$ cat src/rtl/core/bb3_pkg.sv
`timescale 1ns / 1ps
// Shared types, constants and helper functions for the 3x3 edge-aware box blur.
// Used by every module of the block; depends on nothing else.
package bb3_pkg;

  localparam int MAX_DIM     = 2048;
  localparam int COL_W       = $clog2(MAX_DIM);
  localparam int DIM_W       = 12;
  localparam int CH_W        = 8;
  localparam int NUM_CH      = 3;
  localparam int PIX_W       = CH_W * NUM_CH;
  localparam int ROWS_W      = 2 * PIX_W;
  localparam int CSUM_W      = CH_W + 2;
  localparam int SUM_W       = CH_W + 4;
  localparam int RECIP_W     = 14;
  localparam int RECIP_SHIFT = 15;
  localparam int PROD_W      = SUM_W + RECIP_W;
  localparam int FIFO_DEPTH  = 8;
  localparam int FIFO_AW     = $clog2(FIFO_DEPTH);
  localparam int RES_W       = FIFO_AW + 1;
  localparam int ENTRY_W     = PIX_W + 1;

  // Configuration register indexes.
  localparam logic [0:0] REG_FRAME_WIDTH  = 1'b0;
  localparam logic [0:0] REG_FRAME_HEIGHT = 1'b1;

  // Reset values of the frame size, stored as size minus one.
  localparam logic [COL_W-1:0] WIDTH_LAST_RST  = COL_W'(640 - 1);
  localparam logic [COL_W-1:0] HEIGHT_LAST_RST = COL_W'(480 - 1);

  typedef enum logic [1:0] {
    DIV_BY_4,
    DIV_BY_6,
    DIV_BY_9
  } bb3_div_t;

  // Per-pixel control that travels down the pipeline with each input.
  typedef struct packed {
    logic emit1;   // result centered on the middle window column
    logic emit2;   // result centered on the newest column (row end)
    logic left;    // middle-column result sits on the left frame edge
    logic top;     // output row is the first row of the frame
    logic bottom;  // output row is the last row of the frame
  } bb3_flags_t;

  // Registered window sums, ready for scaling.
  typedef struct packed {
    logic                          emit1;
    logic                          emit2;
    logic                          last;
    bb3_div_t                      div1;
    bb3_div_t                      div2;
    logic [NUM_CH-1:0][SUM_W-1:0]  sum1;
    logic [NUM_CH-1:0][SUM_W-1:0]  sum2;
  } bb3_sums_t;

  // Clamp a programmed size to 2..MAX_DIM and return it minus one.
  function automatic logic [COL_W-1:0] sat_last(input logic [DIM_W-1:0] v);
    logic [COL_W-1:0] res;
    if (v < DIM_W'(2)) begin
      res = COL_W'(1);
    end else if (v > DIM_W'(MAX_DIM)) begin
      res = COL_W'(MAX_DIM - 1);
    end else begin
      res = COL_W'(v - DIM_W'(1));
    end
    return res;
  endfunction

  // Reciprocal scaled by 2**RECIP_SHIFT; exact truncation for sums below 8192.
  function automatic logic [RECIP_W-1:0] recip(input bb3_div_t d);
    logic [RECIP_W-1:0] res;
    case (d)
      DIV_BY_4: res = RECIP_W'(8192);
      DIV_BY_6: res = RECIP_W'(5462);
      DIV_BY_9: res = RECIP_W'(3641);
      default:  res = RECIP_W'(8192);
    endcase
    return res;
  endfunction

endpackage

$ cat src/rtl/core/bb3_window.sv
`timescale 1ns / 1ps
// 3x3 pixel window and the clipped neighborhood sums for up to two results.
// Depends on bb3_pkg for types and widths.
module bb3_window import bb3_pkg::*; (
  input  logic             clk,
  input  logic             rst_n,
  input  logic             in_valid,
  input  bb3_flags_t       in_flags,
  input  logic [PIX_W-1:0] older,
  input  logic [PIX_W-1:0] prev,
  input  logic [PIX_W-1:0] newest,
  output logic             sum_valid,
  output bb3_sums_t        sums
);

  // Window indexed [column][row]; column 2 is the newest, row 0 the oldest.
  logic [2:0][2:0][PIX_W-1:0] win_r;
  logic                       v2_r;
  bb3_flags_t                 flags2_r;
  logic                       v3_r;
  bb3_sums_t                  sums_r;
  bb3_sums_t                  sums_nxt;
  logic [2:0][NUM_CH-1:0][CSUM_W-1:0] csum;
  logic                       rows2;

  always_ff @(posedge clk) begin
    if (in_valid) begin
      win_r[0] <= win_r[1];
      win_r[1] <= win_r[2];
      win_r[2] <= {newest, prev, older};
    end
  end

  always_ff @(posedge clk) begin
    if (!rst_n) begin
      v2_r <= 1'b0;
      v3_r <= 1'b0;
    end else begin
      v2_r <= in_valid;
      v3_r <= v2_r;
    end
  end

  always_ff @(posedge clk) begin
    flags2_r <= in_flags;
    sums_r   <= sums_nxt;
  end

  always_comb begin
    for (int k = 0; k < 3; k++) begin
      for (int ch = 0; ch < NUM_CH; ch++) begin
        csum[k][ch] = (flags2_r.top ? CSUM_W'(0) : CSUM_W'(win_r[k][0][ch*CH_W +: CH_W]))
                    + CSUM_W'(win_r[k][1][ch*CH_W +: CH_W])
                    + (flags2_r.bottom ? CSUM_W'(0)
                                       : CSUM_W'(win_r[k][2][ch*CH_W +: CH_W]));
      end
    end
  end

  always_comb begin
    rows2          = flags2_r.top | flags2_r.bottom;
    sums_nxt.emit1 = v2_r & flags2_r.emit1;
    sums_nxt.emit2 = v2_r & flags2_r.emit2;
    sums_nxt.last  = flags2_r.bottom;
    for (int ch = 0; ch < NUM_CH; ch++) begin
      sums_nxt.sum1[ch] = (flags2_r.left ? SUM_W'(0) : SUM_W'(csum[0][ch]))
                        + SUM_W'(csum[1][ch]) + SUM_W'(csum[2][ch]);
      sums_nxt.sum2[ch] = SUM_W'(csum[1][ch]) + SUM_W'(csum[2][ch]);
    end
    if (flags2_r.left && rows2) begin
      sums_nxt.div1 = DIV_BY_4;
    end else if (flags2_r.left || rows2) begin
      sums_nxt.div1 = DIV_BY_6;
    end else begin
      sums_nxt.div1 = DIV_BY_9;
    end
    sums_nxt.div2 = rows2 ? DIV_BY_4 : DIV_BY_6;
  end

  assign sum_valid = v3_r;
  assign sums      = sums_r;

endmodule

$ cat config.mk
export PLATFORM = sky130hd
export DESIGN_NAME = bb3_window
export DESIGN_NICKNAME = d
export VERILOG_FILES = /design/src/rtl/core/bb3_pkg.sv /design/src/rtl/core/bb3_window.sv
export SDC_FILE = /design/constraint.sdc
export NUM_CORES = 1
export LEC_CHECK = 0
export BUFFER_PORTS_ARGS = -buffer_cell sky130_fd_sc_hd__buf_4
export CAP_MARGIN = 20
export CORE_MARGIN = 2
export CORE_UTILIZATION = 50
export CTS_CLUSTER_DIAMETER = 60
export DETAILED_ROUTE_END_ITERATION = 12
export PLACE_DENSITY = 0.79
export SKIP_LAST_GASP = 1
export SYNTH_ARGS = -nofsm -noshare
export SYNTH_HDL_FRONTEND = slang
export SYNTH_SLANG_ARGS = --single-unit
$ cat constraint.sdc
create_clock -name clk -period 7.6 [get_ports clk]
set_input_delay 1.52 -clock clk [delete_from_list [all_inputs] [get_ports clk]]
set_output_delay 1.52 -clock clk [all_outputs]
set_load 0.02 [all_outputs]
# Word-level counts from Yosys, hierarchy flattened
# Cells that the tools add are included.
# word_totals
wordCells	82
out_inout_bits	80
reg_bits	302
# classes
reduce_logical	2
mux	23
n_bitwise	3
add_sub_neg	27
# ops
operator	n
two-way mux 8 bit	18
adder 9 x 8 -> 10 bit	9
adder 8 x 8 -> 9 bit	9
adder 10 x 10 -> 11 bit	6
adder 11 x 10 -> 12 bit	3
two-way mux 10 bit	3
AND 1 bit	2
two-way mux 2 bit	1
logical AND 1 bit	1
logical OR 1 bit	1
two-way mux 1 bit	1
OR 1 bit	1

# Longest topological paths before layout
# logic_depth
depth_word	6
mapped_depth	21

# Least setup slack after synthesis
# No wires, ideal clock.
# synth_path
kind	register to register
from	reg flags2_r[0] in the netlist's numbering
to	reg sums_r (netlist bit sums[59])
arrival_time_ns	4.568
path_slack_ns	2.905
n_path_buf	2
path_stages_with_launch	20
path_cell_list	dfxtp_1 > clkbuf_1 > clkbuf_1 > nor2b_1 > fa_1 > ha_1 > inv_1 > fa_1 > nor2b_1 > o21ai_0 > a21boi_0 > nor2_1 > o221a_2 > fa_1 > ha_1 > a21o_1 > a21oi_1 > o21ai_0 > a31oi_1 > o21ai_0
# synth_rtl
item	line_no	text
start, declared	bb3_window.sv:19	bb3_flags_t flags2_r;
start signal, assigned	bb3_window.sv:45	flags2_r <= in_flags;
end signal, assigned	bb3_window.sv:46	sums_r <= sums_nxt;
end, declared	bb3_window.sv:21	bb3_sums_t sums_r;

==> flow_summary.yaml <==
timing:
  worstMarginPinSlew_ps: 1060
  fmax_mhz: 178
  fin_worst_skew_ps: 14.8
  hold_violations: 0
  maxSlewViolCount: 0
  fin_crit_sh: 0.738
  finalSetupViolations: 0
  setup_tns_ps: 0
  rsz0062_at_grt: "no"
  finalCriticalPeriod_ps: 5610
  slew_headroom: 0.291
clocking:
  clkTransAtPathRegs_ps: 60
  cts_tree: "yes"
  cts_buffers: 34
  clock-root-buffer: "clkbuf_16"
  cts.htree.levels: 2
  cts_sinks: 298
  postCtsSetupBuffers: 0
  clockBufferDepth: 3
  hold_buffers: 0
  cts.repair.resized: 0
  clk_latency_ps: 510
setup_path:
  cp.arrival_ps: 6000
  crit_type: "reg2reg"
  worstSetupEndpointType: "flip-flop"
  worstPathRequired_ps: 7980
  cp_max_fo: 40
  start_kind: "flip-flop"
floorplan:
  die_area_um2: 34800
  core_um2: 32700
  row_count: 66
  io_pins: 160
  die_y_um: 187
  start_util: 0.510
  die_x_um: 187
grt:
  grt_use_total: 0.184
  grt_pass1_vias: 10800
  grt-ovfl-total: 0
  antenna_found_initial: 0
  grt_max_degree: 84
  grt_pass1_wl_um: 51900
layout:
  final_cell_mix: "edfxtp_1 (216), buf_4 (159), nor2b_1 (134)"
  final_common_cell: "edfxtp_1"
  area_delta_synth_final_pct: 16.4
  drive_above_1_share: 0.163
  final_util: 0.594
  layout.area.seq_um2: 8130
  finalNetCount: 1806
  insertedDiodeCount: 0
  multi_input_area_um2: 7960
  num-fill-cells: 2610
placement:
  hpwl_um: 23900
  io_buffers: 155
  place_congestion: 0.867
route:
  wl_um: 31900
  antenna_left: 0
  drc: 0
  drt_iter0_markers: 610
  dr.pass1.iters: 5
  via_per_inst: 5.21
  vias: 10200
  avgRoutedWirePerCell_um: 16.3
run:
  drv_cap: 0
power_and_ir_drop:
  p_leak_nw: 8.13
  peakVddDrop_uv: 222
  p_per_area_nw_per_um2: 381
synthesis:
  seq_area_frac_synth: 0.487
  ys.flop_type: "edfxtp_1"
  ys_ff_latch: 298
  syn_inst: 1315
  netlist_area_um2: 16700
  synth_edf_count: 216
  ys.warnings.count: 0
  async_reset_ff_frac: 0
  synth_area_per_cell_um2: 12.7
  yosysUniqueCellTypes: 60
outcome:
  status: "finished clean"
worst_hold_path:
  min_path_type: "reg2reg"
## registers in the layout, indices dropped and copies added, names as in the netlist
| signal | count |
|---|---|
| sums | 75 |
| win_r | 216 |
| sum_valid | 1 |
| flags2_r | 5 |
| v2_r | 1 |
## through the flow
step	std cells	hold slack, ps	area [um^2]	setup slack, ps	power, W
2_1_floorplan	1318	347	16700	2910	0.00488
3_3_place_gp	1895	414	18300	2160	0.00573
3_5_place_dp	1895	422	18300	1980	0.00585
4_1_cts	1956	440	19400	1960	0.00744
5_1_grt	1956	449	19400	1550	0.00793
6_report	1956	435	19400	1990	0.00740
## cells in the mapped netlist, types with 41 or more instances
master | number | area, um^2
nor2_1 | 41 | 154
a21oi_1 | 51 | 255
fa_1 | 117 | 2340
nand2b_1 | 42 | 263
o21ai_0 | 50 | 250
dfxtp_1 | 82 | 1640
inv_1 | 131 | 492
xnor2_1 | 65 | 569
ha_1 | 120 | 1500
edfxtp_1 | 216 | 6490
nor2b_1 | 134 | 838
## critical path: stages (launching register included)
cell and delay, ps:
dfxtp_2 780, buf_4 530, nor2b_1 140, fa_1 520, ha_1 190, inv_1 70, fa_1 450, nor2b_1 130
o21ai_0 110, a21boi_0 430, nor2_1 100, o221a_2 300, fa_1 430, ha_1 370, a21o_1 200, a21oi_1 210
o21ai_0 140, a31oi_1 230, o21ai_0 120
## power by group
| part | switching [W] | internal (W) | total [W] |
|---|---|---|---|
| combinational | 0.00204 | 0.00162 | 0.00366 |
| clock | 0.000624 | 0.000930 | 0.00155 |
| sequential | 0.000110 | 0.00207 | 0.00218 |
## cell families (layout without fill, tap and decap cells)
logic type	count (synthesis)	after routing	share of synthesized area
adder cells (fa/ha/maj)	237	237	0.230
XOR/XNOR	80	80	0.0420
multiplexers	1	1	0.000600
AND/OR/NAND/NOR	332	332	0.115
other	1	4	0.000225
AO/OA/AOI/OAI	210	210	0.0878
flip-flops	298	298	0.487
buffers and inverters	156	352	0.0361
## metal layers
metal | vias up | wire [um] | global-route usage
met5 | - | 0 | 0
met4 | 0 | 1050 | 0.0684
met3 | 65 | 1550 | 0.0323
met2 | 262 | 16200 | 0.323
met1 | 4979 | 13100 | 0.228
li1 | 4892 | - | -
## layout make-up
class	count	area share
inverter	131	0.0253
sequential	298	0.419
clock buffer	45	0.0497
tap	442	0.0285
clock inverter	16	0.00580
multi-input combinational	864	0.410
timing repair buffer	160	0.0622
## path summary, 6_finish.rpt
check	start	endpoint	slack, ps	cells past startpoint
setup / recovery	flags2_r[0]	sums[59]	1990	18
hold reg to reg	flags2_r[4]	sums[78]	440	1
hold / removal	flags2_r[4]	sums[78]	440	1
setup reg to reg	flags2_r[0]	sums[59]	1990	18
No activity file was read; power rests on OpenSTA's default activity.
