## src/rtl/core/bb3_pkg.sv

```systemverilog
`timescale 1ns / 1ps
// Shared types, constants and helper functions for the 3x3 edge-aware box blur.
// Used by every module of the block; depends on nothing else.
package bb3_pkg;

  localparam int MAX_DIM     = 2048;
  localparam int COL_W       = $clog2(MAX_DIM);
  localparam int DIM_W       = 12;
  localparam int CH_W        = 8;
  localparam int NUM_CH      = 3;
  localparam int PIX_W       = CH_W * NUM_CH;
  localparam int ROWS_W      = 2 * PIX_W;
  localparam int CSUM_W      = CH_W + 2;
  localparam int SUM_W       = CH_W + 4;
  localparam int RECIP_W     = 14;
  localparam int RECIP_SHIFT = 15;
  localparam int PROD_W      = SUM_W + RECIP_W;
  localparam int FIFO_DEPTH  = 8;
  localparam int FIFO_AW     = $clog2(FIFO_DEPTH);
  localparam int RES_W       = FIFO_AW + 1;
  localparam int ENTRY_W     = PIX_W + 1;

  // Configuration register indexes.
  localparam logic [0:0] REG_FRAME_WIDTH  = 1'b0;
  localparam logic [0:0] REG_FRAME_HEIGHT = 1'b1;

  // Reset values of the frame size, stored as size minus one.
  localparam logic [COL_W-1:0] WIDTH_LAST_RST  = COL_W'(640 - 1);
  localparam logic [COL_W-1:0] HEIGHT_LAST_RST = COL_W'(480 - 1);

  typedef enum logic [1:0] {
    DIV_BY_4,
    DIV_BY_6,
    DIV_BY_9
  } bb3_div_t;

  // Per-pixel control that travels down the pipeline with each input.
  typedef struct packed {
    logic emit1;   // result centered on the middle window column
    logic emit2;   // result centered on the newest column (row end)
    logic left;    // middle-column result sits on the left frame edge
    logic top;     // output row is the first row of the frame
    logic bottom;  // output row is the last row of the frame
  } bb3_flags_t;

  // Registered window sums, ready for scaling.
  typedef struct packed {
    logic                          emit1;
    logic                          emit2;
    logic                          last;
    bb3_div_t                      div1;
    bb3_div_t                      div2;
    logic [NUM_CH-1:0][SUM_W-1:0]  sum1;
    logic [NUM_CH-1:0][SUM_W-1:0]  sum2;
  } bb3_sums_t;

  // Clamp a programmed size to 2..MAX_DIM and return it minus one.
  function automatic logic [COL_W-1:0] sat_last(input logic [DIM_W-1:0] v);
    logic [COL_W-1:0] res;
    if (v < DIM_W'(2)) begin
      res = COL_W'(1);
    end else if (v > DIM_W'(MAX_DIM)) begin
      res = COL_W'(MAX_DIM - 1);
    end else begin
      res = COL_W'(v - DIM_W'(1));
    end
    return res;
  endfunction

  // Reciprocal scaled by 2**RECIP_SHIFT; exact truncation for sums below 8192.
  function automatic logic [RECIP_W-1:0] recip(input bb3_div_t d);
    logic [RECIP_W-1:0] res;
    case (d)
      DIV_BY_4: res = RECIP_W'(8192);
      DIV_BY_6: res = RECIP_W'(5462);
      DIV_BY_9: res = RECIP_W'(3641);
      default:  res = RECIP_W'(8192);
    endcase
    return res;
  endfunction

endpackage

```

## src/rtl/core/bb3_out_queue.sv

```systemverilog
`timescale 1ns / 1ps
// Scales the window sums to means and queues the results for the output.
// Depends on bb3_pkg for types, the reciprocal table and the queue depth.
module bb3_out_queue import bb3_pkg::*; (
  input  logic             clk,
  input  logic             rst_n,
  input  logic             sum_valid,
  input  bb3_sums_t        sums,
  output logic             out_valid,
  input  logic             out_ready,
  output logic [PIX_W-1:0] out_pixel,
  output logic             out_last
);

  logic [FIFO_DEPTH-1:0][ENTRY_W-1:0] q_r;
  logic [FIFO_AW-1:0]                 wr_ptr_r;
  logic [FIFO_AW-1:0]                 rd_ptr_r;
  logic [RES_W-1:0]                   cnt_r;
  logic [PIX_W-1:0]                   pix1;
  logic [PIX_W-1:0]                   pix2;
  logic [PROD_W-1:0]                  prod1;
  logic [PROD_W-1:0]                  prod2;
  logic                               push1;
  logic                               push2;
  logic                               pop;
  logic [ENTRY_W-1:0]                 first_entry;
  logic [ENTRY_W-1:0]                 second_entry;
  logic [RES_W-1:0]                   npush;

  // Truncated mean as a multiply by the scaled reciprocal.
  always_comb begin
    for (int ch = 0; ch < NUM_CH; ch++) begin
      prod1 = PROD_W'(sums.sum1[ch]) * PROD_W'(recip(sums.div1));
      prod2 = PROD_W'(sums.sum2[ch]) * PROD_W'(recip(sums.div2));
      pix1[ch*CH_W +: CH_W] = prod1[RECIP_SHIFT +: CH_W];
      pix2[ch*CH_W +: CH_W] = prod2[RECIP_SHIFT +: CH_W];
    end
  end

  always_comb begin
    push1        = sum_valid & (sums.emit1 | sums.emit2);
    push2        = sum_valid & sums.emit1 & sums.emit2;
    second_entry = {sums.last, pix2};
    first_entry  = sums.emit1 ? {1'b0, pix1} : second_entry;
    npush        = RES_W'(push1) + RES_W'(push2);
    pop          = out_valid & out_ready;
  end

  always_ff @(posedge clk) begin
    if (push1) begin
      q_r[wr_ptr_r] <= first_entry;
    end
    if (push2) begin
      q_r[wr_ptr_r + FIFO_AW'(1)] <= second_entry;
    end
  end

  always_ff @(posedge clk) begin
    if (!rst_n) begin
      wr_ptr_r <= '0;
      rd_ptr_r <= '0;
      cnt_r    <= '0;
    end else begin
      wr_ptr_r <= wr_ptr_r + FIFO_AW'(npush);
      if (pop) begin
        rd_ptr_r <= rd_ptr_r + FIFO_AW'(1);
      end
      cnt_r <= cnt_r + npush - RES_W'(pop);
    end
  end

  assign out_valid = (cnt_r != '0);
  assign out_pixel = q_r[rd_ptr_r][PIX_W-1:0];
  assign out_last  = q_r[rd_ptr_r][PIX_W];

endmodule

```

## config.mk

```make
export PLATFORM = sky130hd
export DESIGN_NAME = bb3_out_queue
export DESIGN_NICKNAME = d
export VERILOG_FILES = /design/src/rtl/core/bb3_pkg.sv /design/src/rtl/core/bb3_out_queue.sv
export SDC_FILE = /design/constraint.sdc
export NUM_CORES = 2
export LEC_CHECK = 0
export BUFFER_PORTS_ARGS = -buffer_cell sky130_fd_sc_hd__buf_4
export CORE_MARGIN = 4
export CORE_UTILIZATION = 55
export CTS_CLUSTER_DIAMETER = 100
export CTS_CLUSTER_SIZE = 25
export DETAILED_ROUTE_END_ITERATION = 8
export PLACE_DENSITY = 0.75
export REMOVE_ABC_BUFFERS = 1
export SLEW_MARGIN = 20
export SYNTH_ARGS = -nofsm -noshare
export SYNTH_HDL_FRONTEND = slang
export SYNTH_SLANG_ARGS = --single-unit
```

## constraint.sdc

```tcl
create_clock -name clk -period 7.45 [get_ports clk]
set_clock_uncertainty 0.1 [all_clocks]
set_input_delay 1.49 -clock clk [delete_from_list [all_inputs] [get_ports clk]]
set_output_delay 1.49 -clock clk [all_outputs]
set_load 0.01 [all_outputs]
```

[Yosys cells after proc, flatten, opt, wreduce, memory -nomap -nowiden]
Index checks and enable logic that the tools add are counted.
Word-level totals
  bits in registers: 210
  bits of input ports: 83
  output and inout port bits: 26
  word-level logic and storage cells: 53
Operators by class
  add/sub/neg operators: 6
  $mul: 6
  order comparisons: 5
  equal/unequal tests: 4
  mux-type cells: 13
  bitwise operators: 5
  reduce and logical (&&, ||, !) cells: 3
Operator list (number)
  bitwise mux 200 bit: 2
  2-to-1 mux 200 bit: 2
  demux 25 bit (select 3 bit): 2
  multiplier 12 x 14 -> 23 bit: 6
  2-to-1 mux 25 bit: 4
  binary-select mux 25 bit (select 3 bit): 1
  one-hot mux 14 bit (2 select lines): 2
  < comparator 3 x 4 -> 1 bit (second input constant): 3
  adder 3 x 1 -> 3 bit (second input constant): 2
  greater-or-equal comparator 3 x 1 -> 1 bit (second input constant): 2
  adder 4 x 2 -> 4 bit: 1
  bitwise AND 1 bit: 4
  equality test 2 x 1 -> 1 bit (second input constant): 2
  equality test 2 bit (second input constant): 2
  nonzero test 4 bit: 1
  subtractor 4 x 1 -> 4 bit: 1
  adder 3 x 2 -> 3 bit: 1
  adder 1 x 1 -> 2 bit: 1
  logical AND 1 bit: 2
  OR 1 bit: 1

[Logic depth before layout (Yosys ltp)]
  depth in word-level cells: 8
  gate-level depth with buffers: 28
  mapped depth without buffers: 25

[Worst setup path after synthesis]
OpenSTA, ideal clock, no wires.
  kind: input port to flip-flop
  from: input sums[72] in the netlist's numbering
  to: register q_r[190] in the netlist's numbering
  library setup time: 120 ps
  data arrival time: 7267 ps
  path slack: -37 ps
  stages on the path: 25
  path buffers: 3
  cells stage by stage: inv_1 ha_1 clkbuf_1 buf_1 inv_1 clkbuf_1 nand2_1 fa_1 inv_1 fa_1 fa_1 fa_1 inv_1 fa_1 inv_1 ha_1 a211oi_1 nand2_1 nor3_1 nand3_2 a311oi_2 o21bai_2 xnor2_4 o22ai_1 a211o_1
On the way
  longest elaborated chain between the ends: 8
  elaborated cells on any way between the ends: 9
  classes of those cells: mul: 1; eq/ne: 2; mux: 6
RTL lines
  from (decl): line bb3_out_queue.sv:8  | input bb3_sums_t sums,
  equality test 2 bit / equality test 2 x 1 -> 1 bit (equally long branches): line bb3_pkg.sv:73  | case (d)
  one-hot mux 14 bit (2 select lines) *: line bb3_pkg.sv:73
  multiplier 12 x 14 -> 23 bit *: line bb3_out_queue.sv:34  | prod2 = PROD_W'(sums.sum2[ch]) * PROD_W'(recip(sums.div2));
  2-to-1 mux 25 bit: line bb3_out_queue.sv:44  | first_entry = sums.emit1 ? {1'b0, pix1} : second_entry;
  bitwise mux 200 bit: line bb3_out_queue.sv:51  | q_r[wr_ptr_r] <= first_entry;
  2-to-1 mux 200 bit: line bb3_out_queue.sv:50  | if (push1) begin
  bitwise mux 200 bit: line bb3_out_queue.sv:54  | q_r[wr_ptr_r + FIFO_AW'(1)] <= second_entry;
  2-to-1 mux 200 bit *: line bb3_out_queue.sv:53  | if (push2) begin
  to (signal, indexed assignment): line bb3_out_queue.sv:51
  to (signal, indexed assignment): line bb3_out_queue.sv:54
  to (decl): line bb3_out_queue.sv:15  | logic [FIFO_DEPTH-1:0][ENTRY_W-1:0] q_r;
Mark *: on every way between the ends. The rest lies on a longest branch, timed or not.
A chain may end at the register's enable or synchronous reset.

[Worst setup path in the final report]
  from: input sums[75] in the netlist's numbering
  to: register q_r[142] in the netlist's numbering
On the way
  longest elaborated chain between the ends: 8
  elaborated cells on any way between the ends: 9
  classes of those cells: mul: 1; eq/ne: 2; mux: 6
RTL lines
  equality test 2 bit / equality test 2 x 1 -> 1 bit (equally long branches): line bb3_pkg.sv:73
  one-hot mux 14 bit (2 select lines) *: line bb3_pkg.sv:73
  multiplier 12 x 14 -> 23 bit *: line bb3_out_queue.sv:33  | prod1 = PROD_W'(sums.sum1[ch]) * PROD_W'(recip(sums.div1));
  2-to-1 mux 25 bit *: line bb3_out_queue.sv:44
  bitwise mux 200 bit *: line bb3_out_queue.sv:51
  2-to-1 mux 200 bit *: line bb3_out_queue.sv:50
  bitwise mux 200 bit: line bb3_out_queue.sv:54
  2-to-1 mux 200 bit *: line bb3_out_queue.sv:53
Marks and branches as above.

==> reports/qor.txt <==
=================================================================================
Leading area contributor after synthesis                                     fa_1
Global routing usage summed across all routing layers                       0.283
Layout cells sized above 1                                                  0.109
Run status                                                           complete, no violations
F_max                                                                     141 MHz
Internal power consumption                                                5660 uW
Part of the power in combinational logic                                    0.774
Final layout net count                                                       4593
Total number of clock tree sinks                                              210
HPWL after detailed placement                                        70600 microns
Number of endpoints failing setup at the final stage                            0
Detailed Route Iter0 Violations                                              2193
Slew Viols, Final                                                               0
Cell area after synthesis                                             33000 sq um
Category of the critical setup timing path                           input pin to flop
I/O pin count                                                                 109
Vias in the first global route                                              27247
Commonest non-fill, non-tap cell in the layout                              inv_1
CTS Hold Bufs                                                                   0
Worst slack, placed                                                      -58.8 ps
Fin. Hold Viols                                                                 0
Clock share of power                                                        0.063
Part of the Yosys area used for sequential elements                         0.127
Count of cell types in the netlist                                             84
Total Negative Setup Slacks                                                  0 ps
Detailed-route DRC error count                                                  0
TritonCTS clock tree                                                        built
Worst setup slack after layout                                             361 ps
GRT overflow                                                                    0
Wirelength per Cell                                                  20.4 microns
Post-synth EDFFs                                                                0
Clock tree buffer depth                                                         3
Maximum fanout along the worst path                                            16
Endpoint required time on the critical path                               7700 ps
Sort of element at the end of the critical path                              flop
Async set-reset flop share out of synthesis                                     0
Finished Layout Cells                                                        4386
Worst-path clk slew                                                        100 ps
Unrepaired setup endpoints after global routing                             false
Initial standard-cell utilization of the core                               0.557
Fillers                                                                      4958
Period utilization                                                          0.952
Via count                                                                   25760
Final WL                                                             89300 microns
Clock root buffer                                                       clkbuf_16
Mean Syn Cell Area                                                     9.45 sq um
Maximum Capacitance Violations                                                  0
TritonCTS buffer count                                                         12
Cell Count Post-Placement                                                    4371
Worst-Margin Slew                                                         1080 ps
Die area                                                              63900 sq um
Switching power                                                           5790 uW
Synth Warn #                                                                    0
Placer Congestion                                                           0.950
Chip width                                                            253 microns
Slowest cell on the critical path                                            fa_1
Die Height                                                            253 microns
Largest stage delay on the critical path                                   510 ps
Instance area after placement                                         35400 sq um
Number of antenna diodes                                                        0
Top library cells by usage in the layout, fill and taps aside        741 x inv_1, 512 x fa_1, 385 x ha_1
Combined area of the multi-input logic cells                          25500 sq um
Clock latency on the worst-skew pair                                       480 ps
Vias/cell                                                                    5.87
Final worst path period need                                              7090 ps
Antenna violations before repair                                                0
Gate Count Post-Synth                                                        3489
Largest net degree at the start of global routing                              58
Design Area, Final                                                    35700 sq um
Critical path cell sequence                                          buf_4 -> inv_1 -> ha_1 -> buf_4 -> and2_1 -> inv_1 -> fa_1 -> inv_1 -> fa_1 -> fa_1 -> fa_1 -> inv_1 -> fa_1 -> inv_1 -> ha_1 -> a2111oi_0 -> o31a_1 -> a21oi_1 -> a21oi_1 -> xor2_1 -> mux2i_2 -> nor2_1 -> o22ai_1
First-pass iteration count of the detailed router                               8
Type of the worst min-delay path                                     flop to flop
Gates resized, CTS repair                                                       0
Worst relative slew slack                                                   0.276
Standard-cell rows                                                             89
Global-route wire length before repair                               145000 microns
Arrival time worst endpoint                                               7340 ps
Worst path buffer plus inverter count                                           7
Switching power as a share of total power                                   0.506
Element type at the critical path start                                 input pin
Core Region                                                           59200 sq um
Yosys reg bits                                                                210
Leakage power summed over all cells                                     0.0185 uW
Port Buf Inserts                                                              108
Area Overhead vs Synth                                                      8.24%
Portion of synthesized cell area occupied by the leading cell type          0.311
Number of nets with antenna violations after detailed routing                   0
Depth of the CTS H-tree                                                         1
Reg area                                                               4210 sq um
Worst hold slack                                                           376 ps
Delay-heaviest family, CP                                             adder cells
Setup repair bufs after CTS                                                     0
Part of the power in registers                                              0.163
Most used flip-flop cell after synthesis                                  dfxtp_1
Largest vdd supply drop                                                  0.426 mV
Cells taking the most area after synthesis                           fa_1 31%, ha_1 15%, dfxtp_1 13%
Power per standard cell area                                          321 nW/um^2
=================================================================================
[registers in the layout, indices dropped and copies added, names as in the netlist]
register	cells
q_r	200
cnt_r	4
rd_ptr_r	3
wr_ptr_r	3
[routing by layer]
metal	wire length, microns	vias to the layer above	track usage
met4	3670	0	0.0999
met1	35500	12550	0.378
met2	42100	1297	0.474
li1	-	11626	-
met5	0	-	0.00150
met3	8070	287	0.0424
[power groups by stage]
stage               Combinational [uW]  Sequential, uW  Clock (uW)
finish                            8870            1870         717
global route                      9810            1900         749
CTS                               8800            1850         708
detailed placement                8730            1870           0
global placement                  8590            1860           0
floorplan                         5880            1840           0
[final cells by class]
cell class | instances | share of cell area
Clock buffer | 14 | 0.00922
Clock inverter | 1 | 0.000456
Inverter | 742 | 0.0780
Multi-Input combinational cell | 2408 | 0.714
Sequential cell | 210 | 0.118
Tap cell | 773 | 0.0271
Timing Repair Buffer | 238 | 0.0529
[Yosys cell counts (26+ instances only)]
cell,instances
inv_1,741
fa_1,512
ha_1,386
nand2_1,258
dfxtp_1,210
and2_1,141
nor2_1,120
clkbuf_1,105
a21oi_1,94
o22ai_1,89
xnor2_1,86
nor2b_1,55
a22oi_1,54
mux4_2,50
xor2_1,48
o21ai_0,47
a21o_1,44
nand3_1,40
o21ai_1,38
o221ai_1,38
mux2_2,26
[logic make-up (layout without fill, tap and decap cells)]
group                      Yosys count  count (layout)  synth area share
AOI/OAI and AO/OA                  570             570             0.121
adders and majority gates          900             900             0.458
buffers and inverters              871             995            0.0998
and+or+nand+nor                    701             701             0.103
muxes                               92              92            0.0485
DFF                                210             210             0.127
xor gates and xnor gates           145             145            0.0420
[worst register-to-register path, cell delays in order (launching register included)]
cell	delay, ps
dfxtp_1	430
ha_1	270
xnor2_1	500
nand2_1	140
nor2_1	700
nor2_1	440
o221ai_1	300
[metrics by stage]
stage | util | total power, uW
finish | 0.603 | 11500
global route | 0.603 | 12500
floorplan | - | 7720
CTS | 0.603 | 11400
detailed placement | 0.597 | 10600
global placement | 0.597 | 10400
[final timing paths]
| path | startpoint | endpoint | slack, ps | depth (start not counted) |
|---|---|---|---|---|
| setup / recovery | sums[75] | q_r[142] | 360 | 23 |
| hold / removal | q_r[164] | q_r[164] | 380 | 2 |
| setup reg to reg | wr_ptr_r[1] | q_r[65] | 4470 | 6 |
| hold reg to reg | q_r[164] | q_r[164] | 380 | 2 |
(Power assumes the default switching activity.)
